<file path="config.mk">
export PLATFORM = sky130hd
export DESIGN_NAME = pcs_front_flat
export DESIGN_NICKNAME = d
export VERILOG_FILES = /design/src/rtl/core/pcs_pkg.sv /design/src/rtl/core/pcs_if.sv /design/src/rtl/core/pcs_front.sv /design/src/flat_wrapper.sv
export SDC_FILE = /design/constraint.sdc
export NUM_CORES = 1
export LEC_CHECK = 0
export BUFFER_PORTS_ARGS = -buffer_cell sky130_fd_sc_hd__buf_2
export CAP_MARGIN = 10
export CORE_MARGIN = 2
export CORE_UTILIZATION = 31
export CTS_BUF_LIST = sky130_fd_sc_hd__clkbuf_16
export DETAILED_ROUTE_END_ITERATION = 12
export HOLD_SLACK_MARGIN = 0.02
export SETUP_SLACK_MARGIN = 0.4
export SLEW_MARGIN = 20
export SYNTH_ARGS = -nofsm -noshare
export SYNTH_HDL_FRONTEND = slang
export SYNTH_SLANG_ARGS = --single-unit
</file>
<file path="constraint.sdc">
create_clock -name clk -period 4.1 [get_ports clk]
set_input_delay 1.23 -clock clk [delete_from_list [all_inputs] [get_ports clk]]
set_output_delay 1.23 -clock clk [all_outputs]
set_load 0.02 [all_outputs]
</file>
<file path="src/rtl/core/pcs_pkg.sv">
// Shared types and constants of the percentile color stretch block.
// No dependencies; pcs_front, pcs_back and the top level import this package.
`default_nettype none

package pcs_pkg;

	localparam int NCH      = 3;
	localparam int PIX_W    = 8;
	localparam int CLIP_W   = 14;
	localparam int PADDR_W  = 5;
	localparam int PDATA_W  = 32;

	// Rank divisor: percent in hundredths, split over two tails
	localparam logic [15:0] RANK_DIV = 16'd20000;

	// 2^37 / 625 rounded up: x * RECIP_625 >> RECIP_SH is floor(x / 625) for x below 2^27
	localparam logic [27:0] RECIP_625 = 28'd219902326;
	localparam int          RECIP_SH  = 37;

	typedef enum logic [1:0] {
		OP_COUNT  = 2'd0,
		OP_CLOSE  = 2'd1,
		OP_MAP    = 2'd2,
		OP_IGNORE = 2'd3
	} op_t;

	typedef enum logic [2:0] {
		REG_BALANCE = 3'd0,
		REG_INVERT  = 3'd1,
		REG_CLIP_B  = 3'd2,
		REG_CLIP_G  = 3'd3,
		REG_CLIP_R  = 3'd4
	} reg_idx_t;

	// Channel order in all arrays: blue, green, red
	typedef struct packed {
		op_t                         op;
		logic [NCH-1:0][PIX_W-1:0]   pix;
	} item_t;

	typedef struct packed {
		logic   valid;
		item_t  item;
	} queue_head_t;

	typedef struct packed {
		logic pop;
		logic clearing;
	} back_ctl_t;

	typedef struct packed {
		logic                        balance;
		logic                        invert;
		logic [NCH-1:0][CLIP_W-1:0]  clip;
	} cfg_t;

	typedef struct packed {
		logic [NCH-1:0][PIX_W-1:0]   pix;
		logic [NCH-1:0][PIX_W-1:0]   low;
		logic [NCH-1:0][PIX_W-1:0]   high;
		logic                        is_report;
		logic                        frame_empty;
	} res_t;

endpackage

`default_nettype wire

</file>
<file path="src/rtl/core/pcs_if.sv">
// Stream channel interfaces: pixel/command input and result output.
// Valid/ready handshake; no package dependency.
`default_nettype none

interface pcs_in_if;
	logic       valid;
	logic       ready;
	logic [1:0] command;
	logic [7:0] in_blue;
	logic [7:0] in_green;
	logic [7:0] in_red;

	modport source (output valid, command, in_blue, in_green, in_red, input ready);
	modport sink (input valid, command, in_blue, in_green, in_red, output ready);
endinterface


`default_nettype wire

</file>
<file path="src/rtl/core/pcs_front.sv">
// Front end: accepts input beats, drops unused commands, queues the rest.
// Depends on pcs_pkg and pcs_in_if.
`default_nettype none

module pcs_front (
	input  logic                 clk,
	input  logic                 arst_n,
	pcs_in_if.sink               in_ch,
	input  pcs_pkg::back_ctl_t   ctl,
	output pcs_pkg::queue_head_t head
);
	import pcs_pkg::*;

	item_t      item_q [2];
	logic       wr_ptr_q;
	logic       rd_ptr_q;
	logic [1:0] cnt_q;
	logic       accept;
	logic       push;
	op_t        op_in;

	assign op_in       = op_t'(in_ch.command);
	assign in_ch.ready = (cnt_q != 2'd2) && !ctl.clearing;
	assign accept      = in_ch.valid && in_ch.ready;
	assign push        = accept && (op_in != OP_IGNORE);

	assign head.valid  = (cnt_q != 2'd0);
	assign head.item   = item_q[rd_ptr_q];

	// Two-entry queue between front and back
	always_ff @(posedge clk or negedge arst_n) begin
		if (!arst_n) begin
			wr_ptr_q <= 1'b0;
			rd_ptr_q <= 1'b0;
			cnt_q    <= 2'd0;
		end else begin
			if (push) begin
				item_q[wr_ptr_q] <= '{op: op_in,
					pix: {in_ch.in_red, in_ch.in_green, in_ch.in_blue}};
				wr_ptr_q <= ~wr_ptr_q;
			end
			if (ctl.pop) begin
				rd_ptr_q <= ~rd_ptr_q;
			end
			if (push && !ctl.pop) begin
				cnt_q <= cnt_q + 2'd1;
			end else if (!push && ctl.pop) begin
				cnt_q <= cnt_q - 2'd1;
			end
		end
	end

endmodule

`default_nettype wire

</file>
<file path="src/flat_wrapper.sv">
// flat-port wrapper written by rule: the top's interface ports become plain ports
module pcs_front_flat import pcs_pkg::*;
  (clk, arst_n, ctl, head, in_ch_valid, in_ch_command, in_ch_in_blue, in_ch_in_green, in_ch_in_red, in_ch_ready);
  pcs_in_if in_ch_i ();
  input  logic clk;
  input  logic arst_n;
  input  pcs_pkg::back_ctl_t ctl;
  output pcs_pkg::queue_head_t head;
  input wire logic [$bits(in_ch_i.valid)-1:0] in_ch_valid;
  input wire logic [$bits(in_ch_i.command)-1:0] in_ch_command;
  input wire logic [$bits(in_ch_i.in_blue)-1:0] in_ch_in_blue;
  input wire logic [$bits(in_ch_i.in_green)-1:0] in_ch_in_green;
  input wire logic [$bits(in_ch_i.in_red)-1:0] in_ch_in_red;
  output wire logic [$bits(in_ch_i.ready)-1:0] in_ch_ready;
  assign in_ch_i.valid = in_ch_valid;
  assign in_ch_i.command = in_ch_command;
  assign in_ch_i.in_blue = in_ch_in_blue;
  assign in_ch_i.in_green = in_ch_in_green;
  assign in_ch_i.in_red = in_ch_in_red;
  assign in_ch_ready = in_ch_i.ready;
  pcs_front u_core (.clk(clk), .arst_n(arst_n), .in_ch(in_ch_i), .ctl(ctl), .head(head));
endmodule
</file>
-- Yosys cells after proc, flatten, opt, wreduce, memory -nomap -nowiden
Memory sizes are Yosys's and may differ from the RTL's.
Cells that the tools add are included.
- add/subtract/negate cells: 2
- equal/unequal tests: 2
- multiplexer cells: 4
- bitwise gates (word level): 2
- reduce and logical (&&, ||, !) cells: 11
- operator list (cell ; count):
    1-bit logical AND ; 6
    2-bit two-way mux ; 2
    2-bit != test, second input constant ; 2
    2-bit nonzero test ; 2
    1-bit logical NOT ; 3
    2-bit by 1-bit adder with 2-bit output, second input constant ; 1
    1-bit two-way mux ; 2
    1-bit NOT ; 2
    2-bit by 1-bit subtractor with 2-bit output, second input constant ; 1
- register bits: 4
- RAM bits: 52
- input bits: 31
- output and inout bits: 28
- word-level logic and storage cells: 25
- memories: 1
- memory list (memory ; words ; bits a word ; read ports ; clocked after Yosys merged registers in ; write ports ; RTL line ; source):
    u_core.item_q ; 2 ; 26 ; 1 ; 0 ; 1 ; pcs_front.sv:14 ; item_t item_q [2];

-- Longest topological paths before layout
Gate-level depths: netlist of the first run.
- depth in word-level cells: 8
- gate-level depth with buffers: 6
- depth with buffers taken out: 6

-- Least setup slack after synthesis of the first run
Ideal clock, no wire load.
- path type: input -> output
- start point: input ctl[0] (netlist name)
- end point: output in_ch_ready
- arrival: 1.570 ns
- required time: 2.870 ns
- setup slack: 1.300 ns
- stages on the path: 1
- buffers on the path: 0
- path through: a21oi_1
- cells in the longest elaborated chain, start to end: 2
- ends and longest elaborated chain (what ; RTL line ; source):
    start, declared ; flat_wrapper.sv:7 ; input pcs_pkg::back_ctl_t ctl;
    1-bit logical NOT ; pcs_front.sv:23 ; assign in_ch.ready = (cnt_q != 2'd2) && !ctl.clearing;
    1-bit logical AND ; pcs_front.sv:23 ;
    end, declared ; flat_wrapper.sv:14 ; output wire logic [$bits(in_ch_i.ready)-1:0] in_ch_ready;
No other way between the ends.

==> metrics.yaml, run 1 <==
status: "complete, no violations"
critical_path_class: "reg2out"
gp_congestion: 0.613
synth_compound_area_frac: 0.0167
synthSimpleGateAreaFrac: 0.0131
r2r-start: "u_core.cnt_q[0]$_DFFE_PN0P_"
postCtsSetupBuffers: 0
regToRegSetupSlack_ns: 2.27
drv_cap: 0
antenna_found_initial: 0
synthXorXnorAreaFrac: 0.0208
htreeDepth: 2
grt_util_all_layers: 0.0938
max_stage_delay_ns: 0.68
synth_top_family_by_area: "multiplexers"
synth_mux_area_frac: 0.139
rsz0062_at_grt: "no"
cts.sinks: 56
ys_seq_area_frac: 0.791
first_global_vias: 1101
cp_max_fo: 16
drc: 0
max-vdd-ir-drop_v: 0.000359
fmax_mhz: 322
dp_hpwl_um: 2260
setup_ws_ns: 0.992
timing.hold.worst.start: "u_core.wr_ptr_q$_DFFE_PN0P_"
die-area_um2: 7450
fill_cells: 654
die_w_um: 86.3
io_buffers: 58
ys_types: 17
floorplan.initialDensity: 0.314
post-route-util: 0.391
coreArea_um2: 6680
cts-root-buf: "clkbuf_16"
syn-num-nets: 132
finalSetupViolations: 0
ys_warn_count: 0
grt_pass1_wl_um: 5260
syn_area_um2: 2100
crit_arrival_ns: 1.88
cts_made_buffers: 5
dr.pass1.iters: 4
min_path_type: "reg2reg"
synthCells: 100
crit_chain: "buf_4 > mux2_2 > buf_2"
required_ns: 2.87
ys_ff_latch: 56
holdPathStages: 1
rows: 30
n_antenna_cell: 0
synth_fa_ha_area_frac: 0.00596
wl_um: 3450
fin_skew_ns: 0.00688
die_h_um: 86.3
vias_per_cell: 4.44
grt-ovfl-total: 0
area.growth.synth_to_final_pct: 24.5
tns_ns: 0
crit_slowest_cell: "dfrtp_1"
tightest_slew_ns: 0.650
grt_max_degree: 27
r2r_cells: 3
drive_gt1_frac: 0.585
vias: 1083
placed_cell_area_um2: 2480
critPathLaunch: "u_core.rd_ptr_q$_DFFE_PN0P_"
hold_viol_final: 0
final_area_um2: 2620
clk_path_buf_depth: 2
place_ws_ns: 1.21
fin_nets: 195
start_kind: "flop"
drt_iter0_drc: 42
wire_per_inst_um: 14.1
num_io_pins: 59
p_leak_nw: 0.987
clk_latency_ns: 0.28
end_kind: "output port"
ctsResizeCount: 0
slew_headroom: 0.567
hold_buffers: 0
ant_nets: 0
fin_crit_sh: 0.758
min_period_ns: 3.11
powerDensity_nw_per_um2: 589
cts_tree: "yes"
maxSlewViolCount: 0
clk_pin_slew_worst_paths_ns: 0.07
postSynthAreaPerCell_um2: 21.0
## Yosys cell counts, drive strengths merged
library cell	count	share of area
ha	1	0.0060
edfxtp	52	0.74
and3	1	0.0036
and3b	1	0.0048
a21bo	1	0.0048
or2	1	0.0030
nor2	1	0.0018
xor2	4	0.017
a21oi	1	0.0024
inv	2	0.0036
xnor2	1	0.0042
a211oi	1	0.0095
buf	3	0.0095
mux2	26	0.14
dfrtp	4	0.048
## routing by layer
layer | global-route usage | wire (um)
met1 | 0.116 | 1550
met3 | 0.0381 | 264
met5 | 0 | 0
met2 | 0.151 | 1590
met4 | 0.0298 | 45
## worst paths after layout
path,endpoint
min reg2reg,u_core.wr_ptr_q$_DFFE_PN0P_
max,head[20]
min,u_core.wr_ptr_q$_DFFE_PN0P_
max in group asynchronous,u_core.wr_ptr_q$_DFFE_PN0P_
max reg2reg,u_core.item_q[0][13]$_DFFE_PP_
min in group asynchronous,u_core.cnt_q[0]$_DFFE_PN0P_
## worst max-delay path, delay by kind of cell, from the launching register on
kind | cells | cell delay, ns
buffers and inverters | 2 | 0.52
DFF | 1 | 0.68
muxes | 1 | 0.39
## where the power goes
| part | total, mW | internal, mW | switching, mW |
|---|---|---|---|
| logic | 0.429 | 0.193 | 0.236 |
| clock network | 0.387 | 0.220 | 0.167 |
| registers | 0.724 | 0.675 | 0.0496 |
| total | 1.54 | 1.09 | 0.453 |
## state kept, by name, summed over array words and instances (netlist names)
register,cells
u_core.item_q,52
u_core.wr_ptr_q,1
u_core.cnt_q,2
u_core.rd_ptr_q,1
## through the flow
step                hold slack, ns  power [mW]  instances
floorplan                    0.447        1.04        100
global placement             0.467        1.17        236
detailed placement           0.469        1.17        236
CTS                          0.507        1.57        244
global route                 0.542        1.62        244
finish                       0.496        1.54        244
## kinds of logic after synthesis
logic type               Yosys count
flip-flops                        56
AO/OA/AOI/OAI                      3
buffers and inverters              5
XOR/XNOR                           5
adder cells (fa/ha/maj)            1
multiplexers                      26
AND/OR/NAND/NOR                    4
## layout by cell type, fill, tap and decap left out
cell        n
a211oi_4    1
a21bo_2     1
a21oi_1     1
and3_2      1
and3b_2     1
buf_2      58
buf_4       1
clkbuf_16   5
clkinv_1    2
dfrtp_1     4
edfxtp_1   52
ha_1        1
inv_1       2
inv_2       1
mux2_2     26
nor2_1      1
or2_2       1
xnor2_1     1
xor2_1      4
## area by class of cell
class | count | area (um2) | area share
Clock buffer | 5 | 125 | 0.0478
Clock inverter | 3 | 11.3 | 0.00431
Inverter | 2 | 7.51 | 0.00287
Multi-Input combinational cell | 39 | 412 | 0.157
Sequential cell | 56 | 1660 | 0.635
Tap cell | 80 | 100 | 0.0383
Timing Repair Buffer | 59 | 298 | 0.114
Power figures use the tool's default switching activity.
==> inputs of run 2 (changes only) <==
--- a/config.mk
+++ b/config.mk
@@ -5,6 +5,7 @@
 export SDC_FILE = /design/constraint.sdc
 export NUM_CORES = 1
 export LEC_CHECK = 0
+export ABC_AREA = 1
 export BUFFER_PORTS_ARGS = -buffer_cell sky130_fd_sc_hd__buf_2
 export CAP_MARGIN = 10
 export CORE_MARGIN = 2
==> constraint.sdc (replaced) <==
create_clock -name clk -period 3.1 [get_ports clk]
set_input_delay 0.93 -clock clk [delete_from_list [all_inputs] [get_ports clk]]
set_output_delay 0.93 -clock clk [all_outputs]
set_load 0.02 [all_outputs]
==> run 2 against run 1 <==
  * Cell area increased by 6.5%
  * Non-clock buffer count increased by 3
  * Via count increased by 6.4%
  * Final cell count increased by 15%
  * Clock-buffer cell count unchanged
  * Sequential share of layout area decreased by 3.7 points
  * Flip-flop and latch count unchanged
  * Register-to-register slack got worse by 0.86 ns
  * Critical endpoint is now head[10]
==> metrics.yaml, run 2 <==
status: "complete, no violations"  # unchanged
tns_ns: 0  # unchanged
ys_async_sr_fraction: 0.0714  # unchanged
coreArea_um2: 6870  # was 6680 um2
drv_cap: 0  # unchanged
synth_common_cells: "edfxtp_1, mux2_4, nand2_1"  # was edfxtp_1, mux2_2, dfrtp_1, xor2_1, buf_4
hold_viol_final: 0  # unchanged
fin_skew_ns: 0.00679  # was 0.00688 ns
powerDensity_nw_per_um2: 769  # was 589 nW/um2
max_stage_delay_ns: 0.63  # was 0.68 ns
min_period_ns: 2.56
finalSetupViolations: 0  # unchanged
max-vdd-ir-drop_v: 0.000382  # was 0.000359 V
cp.buffers_inverters: 2  # unchanged
top_regs: "u_core.item_q (52), u_core.cnt_q (2)"  # unchanged
r2r-start: "u_core.cnt_q[0]$_DFFE_PN0P_"  # unchanged
ant_nets: 0  # unchanged
wl_um: 3700  # was 3450 um
slew_headroom: 0.683  # was 0.567
ys_types: 17  # unchanged
crit_arrival_ns: 1.63  # was 1.88 ns
cts-root-buf: "clkbuf_16"  # unchanged
vias_per_cell: 4.11  # was 4.44
antenna_found_initial: 0  # unchanged
drc: 0  # unchanged
p_leak_nw: 1.13  # was 0.987 nW
syn_area_um2: 2230  # was 2100 um2
synthFlopType: "edfxtp_1"  # unchanged
total_power_mw: 2.14  # was 1.54 mW
start_kind: "flop"  # unchanged
wire_per_inst_um: 13.2  # was 14.1 um
tightest_slew_ns: 0.475  # was 0.650 ns
area.growth.synth_to_final_pct: 25.1  # was 24.5%
num_io_pins: 59  # unchanged
synth_top_area_frac: 0.701  # was 0.743
rsz0062_at_grt: "no"  # unchanged
largest_register_ffs: 52  # unchanged
die_w_um: 88.8  # was 86.3 um
clk_path_buf_depth: 2  # unchanged
largest-register: "u_core.item_q"  # unchanged
grt_util_all_layers: 0.0974  # was 0.0938
ys_warn_count: 0  # unchanged
cts_made_buffers: 5  # unchanged
maxSlewViolCount: 0  # unchanged
n_antenna_cell: 0  # unchanged
floorplan.initialDensity: 0.324  # was 0.314
yosysTopAreaCell: "edfxtp_1"  # unchanged
dp_hpwl_um: 2620  # was 2260 um
cp_max_fo: 19  # was 16
end_kind: "output port"  # unchanged
clk_latency_ns: 0.29  # was 0.28 ns
grt_pass1_wl_um: 5530  # was 5260 um
critical_path_class: "reg2out"  # unchanged
synth_edf_count: 52  # unchanged
r2r_cells: 5  # was 3
cts.sinks: 56  # unchanged
crit_family: "flip-flops"  # unchanged
timing.rr.end: "u_core.item_q[1][16]$_DFFE_PP_"  # was u_core.item_q[0][13]$_DFFE_PP_
dr.pass1.iters: 3  # was 4
syn-num-nets: 149  # was 132
postSynthAreaPerCell_um2: 19.0  # was 21.0 um2
min_path_type: "in2async"  # was reg2reg
hold_buffers: 0  # unchanged
grt-ovfl-total: 0  # unchanged
clk_pin_slew_worst_paths_ns: 0.07  # about the same
ys_ff_latch: 56  # unchanged
rows: 30  # unchanged
io_buffers: 58  # unchanged
yosysMostFrequentCell: "edfxtp_1"  # unchanged
most-common-layout-cells: "buf_2, edfxtp_1, mux2_4"  # was buf_2, edfxtp_1, mux2_2
gp_congestion: 0.688  # was 0.613
crit_slowest_cell: "dfrtp_4"  # was dfrtp_1
fin_crit_sh: 0.825
postCtsSetupBuffers: 0  # unchanged
drive_gt1_frac: 0.533  # was 0.585
drt_iter0_drc: 68  # was 42
fin_nets: 215  # was 195
regToRegSetupSlack_ns: 1.41  # was 2.27 ns
grt_max_degree: 25  # was 27
vias: 1152  # was 1083
synth_area_leaders: "edfxtp_1, mux2_4, dfrtp_1"  # was edfxtp_1, mux2_2, dfrtp_1
first_global_vias: 1129  # was 1101
mostFrequentLayoutCell: "buf_2"  # unchanged
ys_seq_area_frac: 0.746  # was 0.791
required_ns: 2.17  # was 2.87 ns
htreeDepth: 2  # unchanged
ctsResizeCount: 1  # was 0
synthCells: 117  # was 100
die_h_um: 88.8  # was 86.3 um
die-area_um2: 7880  # was 7450 um2
fmax_mhz: 391
cts_tree: "yes"  # unchanged
crit_chain: "buf_4 > mux2_4 > buf_2"  # was buf_4 > mux2_2 > buf_2
run 2: changes by cell type after synthesis, moves of 2 or more:
cell	delta
mux2_2	-19
nand2_1	+12
inv_1	+8
buf_12	+2
mux2_4	+19
buf_4	-2
xor2_1	-3
nand3_1	+2
run 2: power by group:
part,internal (mW),switching [mW],leakage [nW]
Clock,0.294,0.234,0.0710
Combinational,0.313,0.325,0.543
Sequential,0.895,0.0810,0.517
Total,1.50,0.639,1.13
run 2: how the worst max path moves through the flow:
stage,from,end,slack [ns],cells past startpoint
floorplan,ctl[0],u_core.item_q[1][0]$_DFFE_PP_,0.52,3
global placement,in_ch_command[1],u_core.item_q[1][20]$_DFFE_PP_,0.73,7
detailed placement,u_core.rd_ptr_q$_DFFE_PN0P_,head[10],0.71,3
CTS,u_core.rd_ptr_q$_DFFE_PN0P_,head[10],0.51,3
global route,u_core.rd_ptr_q$_DFFE_PN0P_,head[9],0.47,3
finish,u_core.rd_ptr_q$_DFFE_PN0P_,head[10],0.54,3
run 2: per-stage QoR:
| step | area, um2 | cells | utilization | setup slack (ns) | hold WS [ns] |
|---|---|---|---|---|---|
| floorplan | 2230 | 117 | - | 0.522 | 0.467 |
| global placement | 2640 | 272 | 0.385 | 0.727 | 0.488 |
| detailed placement | 2640 | 272 | 0.385 | 0.708 | 0.488 |
| CTS | 2790 | 280 | 0.405 | 0.512 | 0.441 |
| global route | 2790 | 280 | 0.405 | 0.467 | 0.442 |
| finish | 2790 | 280 | 0.405 | 0.542 | 0.449 |
run 2: kinds of logic (layout without fill, tap and decap cells):
| kind of cell | after synthesis | count (layout) | share of synthesized area |
|---|---|---|---|
| DFF | 56 | 56 | 0.746 |
| xor gates and xnor gates | 2 | 2 | 0.00787 |
| muxes | 26 | 26 | 0.163 |
| AOI/OAI and AO/OA | 2 | 2 | 0.00562 |
| and+or+nand+nor | 18 | 18 | 0.0331 |
| buffers and inverters | 12 | 79 | 0.0382 |
| adders and majority gates | 1 | 1 | 0.00562 |
run 2: area by class of cell:
cell class | count | area [um2]
timing repair buffer | 62 | 333
multi-input combinational | 49 | 494
fill | 636 | 4080
inverter | 9 | 33.8
tap | 96 | 120
clock inverter | 3 | 13.8
sequential | 56 | 1670
clock buffer | 5 | 125
run 2: metal layers:
layer | wire length, um | global-route usage | up-vias
met5 | 0 | 0 | -
met4 | 32 | 0.0331 | 0
met3 | 334 | 0.0504 | 4
met2 | 1680 | 0.144 | 46
met1 | 1660 | 0.124 | 537
li1 | - | - | 565
